===== config.mk =====
export PLATFORM = sky130hd
export DESIGN_NAME = us_timebase_deadline_tracker_core
export DESIGN_NICKNAME = d
export VERILOG_FILES = /design/src/usdt_pkg.sv /design/src/usdt_divider.sv /design/src/us_timebase_deadline_tracker_core.sv
export SDC_FILE = /design/constraint.sdc
export NUM_CORES = 1
export LEC_CHECK = 0
export ABC_AREA = 1
export CAP_MARGIN = 20
export CORE_AREA = 2 2 285 287
export CTS_CLUSTER_SIZE = 10
export DETAILED_ROUTE_END_ITERATION = 16
export DIE_AREA = 0 0 287 289
export DONT_BUFFER_PORTS = 1
export PLACE_DENSITY = 0.58
export SYNTH_ARGS = -nofsm -noshare
export SYNTH_HDL_FRONTEND = slang
export SYNTH_HIERARCHICAL = 1
export SYNTH_SLANG_ARGS = --single-unit
export TNS_END_PERCENT = 30

===== constraint.sdc =====
create_clock -name i_clk -period 6 [get_ports i_clk]
set_clock_uncertainty 0.2 [all_clocks]
set_input_delay 1.2 -clock i_clk [delete_from_list [all_inputs] [get_ports i_clk]]
set_output_delay 1.2 -clock i_clk [all_outputs]
set_load 0.03 [all_outputs]

===== src/usdt_pkg.sv =====
`timescale 1ns / 1ps
`default_nettype none
// ============================================================================
// usdt_pkg
// Shared types and constants for the microsecond timebase deadline tracker.
// ============================================================================
package usdt_pkg;

    // Width of cycle counts and microsecond times; all of them wrap at this width.
    localparam int COUNT_BITS = 32;
    typedef logic [COUNT_BITS-1:0] t_cnt;

    // Field and register widths.
    localparam int ACTION_W   = 2;
    localparam int CYCLE_W    = 32;
    localparam int OUT_W      = 32;
    localparam int LATE_W     = 16;
    localparam int CPU_W      = 10;
    localparam int PERIOD_W   = 16;
    localparam int CFG_IDX_W  = 2;
    localparam int CFG_DATA_W = 16;

    // The shared divider takes divisors of up to this many bits.
    localparam int DVS_W     = 16;
    localparam int DIV_CNT_W = $clog2(COUNT_BITS + 1);
    localparam logic [DIV_CNT_W-1:0] DIV_STEPS = DIV_CNT_W'(COUNT_BITS);

    // Configuration register indexes and reset values.
    localparam logic [CFG_IDX_W-1:0] CFG_CYCLES_PER_US = 2'd0;
    localparam logic [CFG_IDX_W-1:0] CFG_PERIOD_US     = 2'd1;
    localparam logic [CPU_W-1:0]     CPU_RESET         = 10'd1;
    localparam logic [PERIOD_W-1:0]  PERIOD_RESET      = 16'd1000;

    typedef enum logic [ACTION_W-1:0] {
        ACT_RESYNC = 2'd0,
        ACT_READ   = 2'd1,
        ACT_START  = 2'd2,
        ACT_CHECK  = 2'd3
    } t_action;

    typedef enum logic [2:0] {
        ST_IDLE,
        ST_US_DIV,
        ST_EVAL,
        ST_PER_DIV,
        ST_FINISH
    } t_state;

    // Request into the shared divider.
    typedef struct packed {
        logic             start;
        t_cnt             dividend;
        logic [DVS_W-1:0] divisor;
    } t_div_req;

    // Response from the shared divider; quotient and remainder are valid with done.
    typedef struct packed {
        logic             done;
        t_cnt             quotient;
        logic [DVS_W-1:0] remainder;
    } t_div_rsp;

endpackage
`default_nettype wire


===== src/usdt_divider.sv =====
`timescale 1ns / 1ps
`default_nettype none
// ============================================================================
// usdt_divider
// Restoring radix-2 divider, one quotient bit per cycle.
// ============================================================================
module usdt_divider (
    input  wire logic               i_clk,
    input  wire logic               i_rst_n,
    input  wire usdt_pkg::t_div_req i_req,
    output usdt_pkg::t_div_rsp      o_rsp
);
    import usdt_pkg::*;

    logic                 r_busy, n_busy;
    logic                 r_done, n_done;
    logic [DIV_CNT_W-1:0] r_cnt, n_cnt;
    t_cnt                 r_quo, n_quo;
    logic [DVS_W-1:0]     r_rem, n_rem;
    logic [DVS_W-1:0]     r_dvs, n_dvs;

    logic [DVS_W:0] shifted;
    logic [DVS_W:0] diff;
    logic           fits;

    // The partial remainder stays below the divisor, so DVS_W + 1 bits hold the shift.
    assign shifted = {r_rem, r_quo[COUNT_BITS-1]};
    assign diff    = shifted - {1'b0, r_dvs};
    assign fits    = (shifted >= {1'b0, r_dvs});

    always_comb begin
        n_busy = r_busy;
        n_done = 1'b0;
        n_cnt  = r_cnt;
        n_quo  = r_quo;
        n_rem  = r_rem;
        n_dvs  = r_dvs;
        if (i_req.start) begin
            n_busy = 1'b1;
            n_cnt  = DIV_STEPS;
            n_quo  = i_req.dividend;
            n_rem  = '0;
            n_dvs  = i_req.divisor;
        end else if (r_busy) begin
            n_quo = {r_quo[COUNT_BITS-2:0], fits};
            n_rem = fits ? diff[DVS_W-1:0] : shifted[DVS_W-1:0];
            n_cnt = r_cnt - DIV_CNT_W'(1);
            if (r_cnt == DIV_CNT_W'(1)) begin
                n_busy = 1'b0;
                n_done = 1'b1;
            end
        end
    end

    always_ff @(posedge i_clk) begin
        if (!i_rst_n) begin
            r_busy <= 1'b0;
            r_done <= 1'b0;
            r_cnt  <= '0;
        end else begin
            r_busy <= n_busy;
            r_done <= n_done;
            r_cnt  <= n_cnt;
        end
        r_quo <= n_quo;
        r_rem <= n_rem;
        r_dvs <= n_dvs;
    end

    assign o_rsp.done      = r_done;
    assign o_rsp.quotient  = r_quo;
    assign o_rsp.remainder = r_rem;

endmodule
`default_nettype wire


===== src/us_timebase_deadline_tracker_core.sv =====
`timescale 1ns / 1ps
`default_nettype none
// ============================================================================
// us_timebase_deadline_tracker_core
// Converts a free-running cycle count to microseconds and tracks a periodic
// deadline, using one shared iterative divider.
// ============================================================================
//
//  Channel  Direction  Handshake                  Payload
//  -------  ---------  -------------------------  --------------------------------
//  in       into core  i_in_valid / o_in_stall    i_action, i_cycle_count
//  out      out of     o_out_valid / i_out_stall  o_now_us, o_elapsed_periods,
//           core                                  o_late_us
//  cfg      into core  i_cfg_we                   i_cfg_index, i_cfg_data
//
//  A result moves to the output register once the divider has converted cycles to
//  microseconds at one quotient bit per cycle. The input stalls until the result moves
//  to the output register, so the core takes no new item while the last one is still
//  at work.
//  A check that finds the deadline passed divides a second time by the period before
//  its result goes to the output register.
//  Reset is synchronous and active low; it clears the references, the deadline and
//  the handshake state, and sets the registers to their reset values. The input
//  stalls while reset is held.
//  A result that waits on i_out_stall holds the core in its last step; the next
//  item can be taken while the previous result still waits in the output register.
//
module us_timebase_deadline_tracker_core (
    input  wire logic                             i_clk,
    input  wire logic                             i_rst_n,
    // Input channel
    input  wire logic                             i_in_valid,
    output logic                                  o_in_stall,
    input  wire logic [usdt_pkg::ACTION_W-1:0]    i_action,
    input  wire logic [usdt_pkg::CYCLE_W-1:0]     i_cycle_count,
    // Output channel
    output logic                                  o_out_valid,
    input  wire logic                             i_out_stall,
    output logic [usdt_pkg::OUT_W-1:0]            o_now_us,
    output logic [usdt_pkg::OUT_W-1:0]            o_elapsed_periods,
    output logic [usdt_pkg::LATE_W-1:0]           o_late_us,
    // Configuration write port
    input  wire logic                             i_cfg_we,
    input  wire logic [usdt_pkg::CFG_IDX_W-1:0]   i_cfg_index,
    input  wire logic [usdt_pkg::CFG_DATA_W-1:0]  i_cfg_data
);
    import usdt_pkg::*;

    // Sequencer state.
    t_state r_state, n_state;

    // Configuration registers.
    logic [CPU_W-1:0]    r_cpu;
    logic [PERIOD_W-1:0] r_period;

    // Timebase state, all modulo 2^COUNT_BITS.
    t_cnt r_ref_cycles, n_ref_cycles;
    t_cnt r_ref_micros, n_ref_micros;
    t_cnt r_deadline, n_deadline;

    // The item at work and its partial results.
    t_action           r_action, n_action;
    t_cnt              r_cyc, n_cyc;
    t_cnt              r_now, n_now;
    t_cnt              r_periods, n_periods;
    logic [LATE_W-1:0] r_late, n_late;

    // Output register.
    logic              r_out_valid, n_out_valid;
    logic [OUT_W-1:0]  r_out_now, n_out_now;
    logic [OUT_W-1:0]  r_out_periods, n_out_periods;
    logic [LATE_W-1:0] r_out_late, n_out_late;

    t_div_req div_req;
    t_div_rsp div_rsp;

    logic in_xfer;
    logic out_free;
    t_cnt whole_us;
    t_cnt delta;
    t_cnt period_ext;

    usdt_divider u_div (
        .i_clk   (i_clk),
        .i_rst_n (i_rst_n),
        .i_req   (div_req),
        .o_rsp   (div_rsp)
    );

    assign o_in_stall = (r_state != ST_IDLE) || !i_rst_n;
    assign in_xfer    = i_in_valid && !o_in_stall;
    assign out_free   = !r_out_valid || !i_out_stall;
    assign period_ext = t_cnt'(r_period);

    // A zero divisor counts no whole microseconds.
    assign whole_us = (r_cpu == '0) ? '0 : div_rsp.quotient;

    // Signed distance from the deadline to now; positive means the deadline passed.
    assign delta = r_now - r_deadline;

    always_comb begin
        n_state       = r_state;
        n_ref_cycles  = r_ref_cycles;
        n_ref_micros  = r_ref_micros;
        n_deadline    = r_deadline;
        n_action      = r_action;
        n_cyc         = r_cyc;
        n_now         = r_now;
        n_periods     = r_periods;
        n_late        = r_late;
        n_out_valid   = r_out_valid && i_out_stall;
        n_out_now     = r_out_now;
        n_out_periods = r_out_periods;
        n_out_late    = r_out_late;
        div_req       = '0;

        unique case (r_state)
            ST_IDLE: begin
                if (in_xfer) begin
                    n_action         = t_action'(i_action);
                    n_cyc            = t_cnt'(i_cycle_count);
                    div_req.start    = 1'b1;
                    div_req.dividend = t_cnt'(i_cycle_count) - r_ref_cycles;
                    div_req.divisor  = DVS_W'(r_cpu);
                    n_state          = ST_US_DIV;
                end
            end
            ST_US_DIV: begin
                if (div_rsp.done) begin
                    n_now = r_ref_micros + whole_us;
                    // Folding d whole microseconds moves the cycle reference by
                    // d * divisor, which equals the elapsed cycles less the remainder.
                    if (r_action == ACT_RESYNC && r_cpu != '0) begin
                        n_ref_cycles = r_cyc - t_cnt'(div_rsp.remainder);
                        n_ref_micros = r_ref_micros + whole_us;
                    end
                    n_state = ST_EVAL;
                end
            end
            ST_EVAL: begin
                n_periods = '0;
                n_late    = '0;
                n_state   = ST_FINISH;
                unique case (r_action)
                    ACT_START: begin
                        n_deadline = r_now + period_ext;
                    end
                    ACT_CHECK: begin
                        n_periods = t_cnt'(1);
                        if (delta != '0 && !delta[COUNT_BITS-1] && r_period != '0) begin
                            div_req.start    = 1'b1;
                            div_req.dividend = delta;
                            div_req.divisor  = DVS_W'(r_period);
                            n_state          = ST_PER_DIV;
                        end else begin
                            // On time, or no period: one period, which may be zero.
                            n_deadline = r_deadline + period_ext;
                        end
                    end
                    ACT_RESYNC, ACT_READ: begin
                        n_state = ST_FINISH;
                    end
                endcase
            end
            ST_PER_DIV: begin
                if (div_rsp.done) begin
                    n_periods  = div_rsp.quotient + t_cnt'(1);
                    n_late     = LATE_W'(div_rsp.remainder);
                    // Advancing by (1 + q) periods lands at now + period - remainder.
                    n_deadline = r_now + period_ext - t_cnt'(div_rsp.remainder);
                    n_state    = ST_FINISH;
                end
            end
            ST_FINISH: begin
                if (out_free) begin
                    n_out_valid   = 1'b1;
                    n_out_now     = OUT_W'(r_now);
                    n_out_periods = OUT_W'(r_periods);
                    n_out_late    = r_late;
                    n_state       = ST_IDLE;
                end
            end
            default: begin
                n_state = ST_IDLE;
            end
        endcase
    end

    always_ff @(posedge i_clk) begin
        if (!i_rst_n) begin
            r_state      <= ST_IDLE;
            r_out_valid  <= 1'b0;
            r_ref_cycles <= '0;
            r_ref_micros <= '0;
            r_deadline   <= '0;
        end else begin
            r_state      <= n_state;
            r_out_valid  <= n_out_valid;
            r_ref_cycles <= n_ref_cycles;
            r_ref_micros <= n_ref_micros;
            r_deadline   <= n_deadline;
        end
        r_action      <= n_action;
        r_cyc         <= n_cyc;
        r_now         <= n_now;
        r_periods     <= n_periods;
        r_late        <= n_late;
        r_out_now     <= n_out_now;
        r_out_periods <= n_out_periods;
        r_out_late    <= n_out_late;
    end

    // Configuration writes are expected only while the core is idle; other indexes
    // are ignored.
    always_ff @(posedge i_clk) begin
        if (!i_rst_n) begin
            r_cpu    <= CPU_RESET;
            r_period <= PERIOD_RESET;
        end else if (i_cfg_we) begin
            unique case (i_cfg_index)
                CFG_CYCLES_PER_US: r_cpu    <= i_cfg_data[CPU_W-1:0];
                CFG_PERIOD_US:     r_period <= i_cfg_data[PERIOD_W-1:0];
                default: begin
                end
            endcase
        end
    end

    assign o_out_valid       = r_out_valid;
    assign o_now_us          = r_out_now;
    assign o_elapsed_periods = r_out_periods;
    assign o_late_us         = r_out_late;

endmodule
`default_nettype wire


==> flow_summary.json, run 1 <==
{
  "track_usage": 0.225,
  "slew_viol_final": 0,
  "cts_setup_buffers": 0,
  "dp_cells": 4910,
  "drt-total-wl_mm": 94.5,
  "area_growth_pct": 9.60,
  "avgSynthCellArea_um2": 7.10,
  "ant_nets": 0,
  "viasPerCell": 5.09,
  "grt_pass1_vias": 24000,
  "final_cell_count_no_fill": 4999,
  "core-area_um2": 79900,
  "ys_top_cells_by_count": "nand2_1 (1038), inv_1 (597), nor2_1 (400)",
  "die_w_um": 287,
  "synthArstFlopShare": 0,
  "die-area_um2": 82900,
  "root_buffer": "clkbuf_16",
  "grt_pass1_wl_mm": 143,
  "antenna_found_initial": 3,
  "synth_edf_count": 242,
  "hold_class": "flop to flop",
  "die_h_um": 289,
  "clkLatencyLatePin_ns": 0.60,
  "diodes": 0,
  "synth_nets": 4146,
  "postCtsHoldBufs": 0,
  "grt_overflow": 0,
  "first_pass_iters": 5,
  "routed-via-count": 25400,
  "ioPinCount": 139,
  "cts_buffers": 48,
  "routedWlPerCell_um": 18.9,
  "cp-start-kind": "flop",
  "dp_hpwl_mm": 73.3,
  "fin_tns_setup_ns": 0,
  "path_clk_slew_ns": 0.06,
  "end_kind": "flop",
  "max_freq_ghz": 0.212,
  "yosys_register_bits": 392,
  "hold_violations": 0,
  "timing.hold.ws_ns": 0.216,
  "place_congestion": 0.974,
  "p_total_uw": 7500,
  "timing.final.crit_share": 0.785,
  "leakage_uw": 0.0138,
  "synth.top_cell.area_share": 0.262,
  "drive_above_1_share": 0.0500,
  "cts_tree": "built",
  "fill_cells": 8504,
  "worst_slew_pin_slew_ns": 1.12,
  "yosysTopAreaCell": "edfxtp_1",
  "synth.distinct_cells": 56,
  "synthFlopType": "edfxtp_1",
  "max-slew-margin-rel": 0.251,
  "max-vdd-ir-drop_mv": 0.203,
  "ys.warnings.count": 6,
  "setup_violations": 0,
  "drt_drc_violations_left": 0,
  "finalCriticalPeriod_ns": 4.71,
  "netlist_area_um2": 27700,
  "synth.most_common_cell": "nand2_1",
  "htreeDepth": 2,
  "cts_buffer_depth": 3,
  "yosysSeqAreaShare": 0.370,
  "portBuffers": 0,
  "grt_max_degree": 76,
  "p_per_area_nw_per_um2": 247,
  "initial_utilization": 0.347,
  "syn_inst": 3905,
  "outcome": "finished, final reports clean",
  "core.rowCount": 104,
  "rsz0062_at_grt": "false",
  "drt_iter0_markers": 2166,
  "cts-resized-gates": 0,
  "synth_area_leaders": "edfxtp_1 (26%), nand2_1 (14%), dfxtp_1 (11%)",
  "worstPathMaxFanout": 4,
  "cts_num_sinks": 392,
  "arrival_ns": 4.96,
  "critPathKind": "flop to flop",
  "nNetsFinal": 4142,
  "cp.required_ns": 6.25,
  "maxCapViolCount": 0
}
critical path, cell delays in order (launching register included):
cell and delay (ns):
edfxtp_1 0.45, ha_1 0.29, fa_1 0.53, nand2_1 0.11, nand3_1 0.11, nand3_1 0.11, nand2_1 0.19, xor2_1 0.33
ha_1 0.35, a21oi_1 0.31, o21ai_0 0.18, a21oi_1 0.14, o21ai_0 0.21, nand2_1 0.14, nor2_1 0.05, nor2_1 0.14
inv_1 0.10, o21ai_0 0.37, nand2_1 0.10, nor2_1 0.11, nor2_1 0.06
per-stage QoR:
| stage | utilization | instance area [um^2] | setup slack [ns] |
|---|---|---|---|
| after floorplan | - | 27700 | 0.264 |
| after global placement | 0.362 | 28900 | 1.40 |
| after detailed placement | 0.362 | 28900 | 1.42 |
| after CTS | 0.380 | 30400 | 1.36 |
| after global routing | 0.380 | 30400 | 0.904 |
| final | 0.380 | 30400 | 1.29 |
per-layer routing:
layer	vias to the layer above	GRT usage	part of all wire
met4	0	0.0862	0.041
met2	729	0.378	0.46
met5	-	0	0
met1	11800	0.295	0.45
met3	161	0.0278	0.051
li1	12700	-	-
sequential cells by signal, indices dropped and copies added, names as in the netlist, 16 cells and up:
signal             count
u_div/r_dvs           16
r_ref_micros          32
r_cyc                 32
r_now                 32
r_periods             32
r_ref_cycles          32
o_elapsed_periods     32
r_deadline            32
u_div/r_rem           16
u_div/r_quo           32
o_late_us             16
r_period              16
o_now_us              32
r_late                16
path summary, 6_finish.rpt:
path	from	end	slack (ns)	cells past startpoint
worst min register to register	r_late[15]	o_late_us[15]	0.22	0
worst max register to register	r_now[0]	r_deadline[17]	1.29	20
worst min-delay path	r_late[15]	o_late_us[15]	0.22	0
worst max-delay path	r_now[0]	r_deadline[17]	1.29	20
layout by cell type (no fill, tap or decap), types with 11 or more instances in the layout:
cell type  Yosys  layout
ha_1         176     176
nor3_1        53      53
xor2_1        68      68
o21ai_0      241     241
nand3b_1      20      20
inv_1        597     595
clkbuf_16      0      50
edfxtp_1     242     242
o21a_1        11      11
or2_2         13      13
nand3_2       16      16
nor2_2        23      25
nand4_1       43      43
nor2_1       400     396
a21o_1        15      15
nand2_1     1038    1037
nand3_1      235     235
dfxtp_1      150     150
nand2_2       22      23
o211ai_1      14      14
clkbuf_1      53      28
inv_2         11      14
buf_4          2      23
xnor2_1       43      43
nor4_1        26      25
a21oi_1      278     277
o21bai_1      14      14
cell families (layout without fill, tap and decap cells):
group           count (synthesis)  count (layout)  share of synthesized area
flops                         392             392                      0.370
buf+inv                       690             724                     0.0957
compound gates                617             617                      0.120
xor+xnor                      111             111                     0.0351
fa+ha+maj                     184             184                     0.0852
simple gates                 1911            1911                      0.294
area by class of cell:
type                       instances  area (um^2)  area share
multi-input combinational       2823        14800       0.488
sequential                       392        10300       0.338
tap                             1060         1330      0.0436
timing repair buffer              24          193     0.00634
inverter                         612         2300      0.0756
clock inverter                     6         47.5     0.00156
clock buffer                      82         1410      0.0464
where the power goes:
group	switching [uW]	total, uW	internal (uW)	leakage (uW)
Sequential	257	3330	3070	0.00340
Combinational	978	1410	435	0.00973
Clock	1170	2760	1590	0.000701
Total	2400	7500	5100	0.0138
Note: power is estimated with default switching activity, not from simulation.
==> run 2, diff against run 1 <==
ABC_AREA = 0   (was 1)
CORE_AREA = 2 2 278 280   (was 2 2 285 287)
DIE_AREA = 0 0 280 282   (was 0 0 287 289)
PLACE_DENSITY = 0.57   (was 0.58)
clock period = 4.9 ns   (was 6 ns; I/O delays follow)
==> flow_summary.json, run 2 <==
{
  "synthSimpleGateAreaFrac": 0.176,
  "timing.hold.ws_ns": 0.213,
  "ff2ff_setup_slack_ns": 0.11,
  "min_to": "o_late_us[3]",
  "synthFlopType": "edfxtp_1",
  "postCtsHoldBufs": 0,
  "cts_buffer_depth": 3,
  "max_freq_ghz": 0.209,
  "end_kind": "flop",
  "finalCriticalPeriod_ns": 4.79,
  "synth_top_family_by_area": "compound AO/OA/AOI/OAI gates",
  "cp.required_ns": 5.04,
  "cts_tree": "built",
  "max-slew-margin-rel": 0.351,
  "critPathKind": "flop to flop",
  "netlist_area_um2": 26400,
  "cts_num_sinks": 392,
  "max-vdd-ir-drop_mv": 0.221,
  "leakage_uw": 0.0114,
  "synth.most_common_cell": "nand2_1",
  "core-area_um2": 75700,
  "grt_max_degree": 88,
  "grt_overflow": 0,
  "avgSynthCellArea_um2": 9.18,
  "synth-compound-area-share": 0.209,
  "cts_buffers": 49,
  "layout_commonest_cell": "nand2_1",
  "maxCapViolCount": 0,
  "grt_pass1_wl_mm": 132,
  "synth_area_leaders": "edfxtp_1 (28%), dfxtp_1 (11%), ha_1 (8.3%)",
  "root_buffer": "clkbuf_16",
  "whs_path_depth": 0,
  "arrival_ns": 4.93,
  "drt-total-wl_mm": 88.4,
  "yosysSeqAreaShare": 0.389,
  "grt_pass1_vias": 20800,
  "yosysTopAreaCell": "edfxtp_1",
  "htreeDepth": 2,
  "syn_inst": 2877,
  "ys_top_cells_by_count": "nand2_1 (285), edfxtp_1 (242), a21oi_1 (207)",
  "synth_edf_count": 242,
  "ant_nets": 0,
  "reg2reg_from": "r_now[0]",
  "p_per_area_nw_per_um2": 338,
  "synth_nets": 3118,
  "first_pass_iters": 5,
  "core.rowCount": 101,
  "synthAdderAreaFrac": 0.0895,
  "setup_violations": 0,
  "worstHoldStart": "r_late[3]",
  "die_w_um": 280,
  "rsz0062_at_grt": "true",
  "cp-start-kind": "flop",
  "nNetsFinal": 3216,
  "synth_xor_area_frac": 0.0650,
  "hold_violations": 0,
  "synthArstFlopShare": 0,
  "dp_hpwl_mm": 67.5,
  "path_clk_slew_ns": 0.06,
  "synth.distinct_cells": 97,
  "timing.final.crit_share": 0.978,
  "worstPathMaxFanout": 32,
  "drive_above_1_share": 0.126,
  "hold_class": "flop to flop",
  "antenna_found_initial": 4,
  "drt_drc_violations_left": 0,
  "routed-via-count": 22300,
  "ioPinCount": 139,
  "track_usage": 0.219,
  "reg2reg_depth": 19,
  "layout_common_cells": "nand2_1 (282), edfxtp_1 (242), a21oi_1 (200), nor2_1 (196), ha_1 (172)",
  "synth.top_cell.area_share": 0.275,
  "worst_slew_pin_slew_ns": 0.969,
  "synth_mux_area_frac": 0.0293,
  "area_growth_pct": 15.2,
  "slew_viol_final": 0,
  "r2r_end": "u_div/r_quo[26]",
  "initial_utilization": 0.349,
  "dp_cells": 3889,
  "final_cell_count_no_fill": 3995,
  "clkLatencyLatePin_ns": 0.61,
  "die-area_um2": 79000,
  "drt_iter0_markers": 1905,
  "viasPerCell": 5.58,
  "die_h_um": 282,
  "ys.warnings.count": 6,
  "portBuffers": 0,
  "yosys_register_bits": 392,
  "outcome": "finished, final reports clean",
  "routedWlPerCell_um": 22.1,
  "place_congestion": 0.944
}
[run 2: cell count changes in the layout (fill, tap and decap cells not counted), sizes merged, moves of 44 or more]
cell / change
nand3: -180
inv: -449
a211oi: +59
buf: +141
a21oi: -77
nand2: -778
a21o: +68
o21ai: -119
and2: +48
and3: +44
nor2: -224
xnor2: +77
[run 2: worst max-delay path by stage]
stage,to,slack (ns),start
after floorplan,u_div/r_quo[0],-0.08,r_now[0]
after global placement,r_deadline[26],-0.19,r_now[0]
after detailed placement,r_deadline[31],-0.28,r_now[0]
after CTS,u_div/r_quo[31],-0.03,r_now[0]
after global routing,u_div/r_quo[26],-0.1,r_now[0]
final,u_div/r_quo[26],0.11,r_now[0]
[run 2: report_power, final]
group,total [uW],switching (uW),internal (uW)
registers,3810,180,3630
clock network,3450,1450,2000
logic,3010,1830,1180
total,10300,3470,6800
[run 2: critical path: stages, from the launching register on]
cell	delay [ns]
edfxtp_1	0.40
buf_6	0.14
inv_4	0.04
ha_4	0.12
inv_2	0.04
fa_2	0.40
a211oi_2	0.22
o211ai_1	0.18
and2_4	0.21
a211o_1	0.28
xor2_2	0.16
or4_1	0.39
or4_4	0.44
nor4_4	0.27
buf_4	0.18
a21oi_4	0.08
nand2b_4	0.25
nor2_4	0.20
clkinvlp_4	0.13
buf_12	0.18
[run 2: timing repair]
action,in CTS,in global routing
setup endpoints to repair,10,138
pin swaps,22,22
gates cloned,0,2
setup buffers,5,7
resized for setup,32,55
[run 2: cells by family after synthesis]
family | after synthesis
mux | 73
compound gates | 808
buf+inv | 278
simple gates | 946
xor+xnor | 196
flops | 392
fa+ha+maj | 184
[run 2: layout make-up]
type,count,area [um^2]
Fill cell,7417,45300
Multi-Input combinational cell,2208,15500
Sequential cell,392,10300
Clock buffer,79,1390
Timing Repair Buffer,165,1340
Tap cell,978,1220
Inverter,159,603
Clock inverter,12,111
Antenna cell,2,5.00
[run 2: per-stage QoR]
stage | setup WS (ns) | TNS [ns] | power [uW] | util | area [um^2]
after global placement | -0.185 | -0.914 | 6660 | 0.375 | 28400
after detailed placement | -0.282 | -1.78 | 6660 | 0.375 | 28400
final | 0.105 | 0 | 10300 | 0.402 | 30400
after floorplan | -0.0809 | -2.59 | 5740 | - | 26500
after global routing | -0.0957 | -4.18 | 10800 | 0.402 | 30400
after CTS | -0.0339 | -1.25 | 10200 | 0.397 | 30100
[run 2: layer usage]
metal  GRT usage  routed length [um]  vias to the layer above
li1            -                   -                    10800
met1       0.293               38800                    10500
met2       0.348               39600                      754
met3      0.0409                6320                      147
met4      0.0875                3670                        0
met5           0                   0                        -
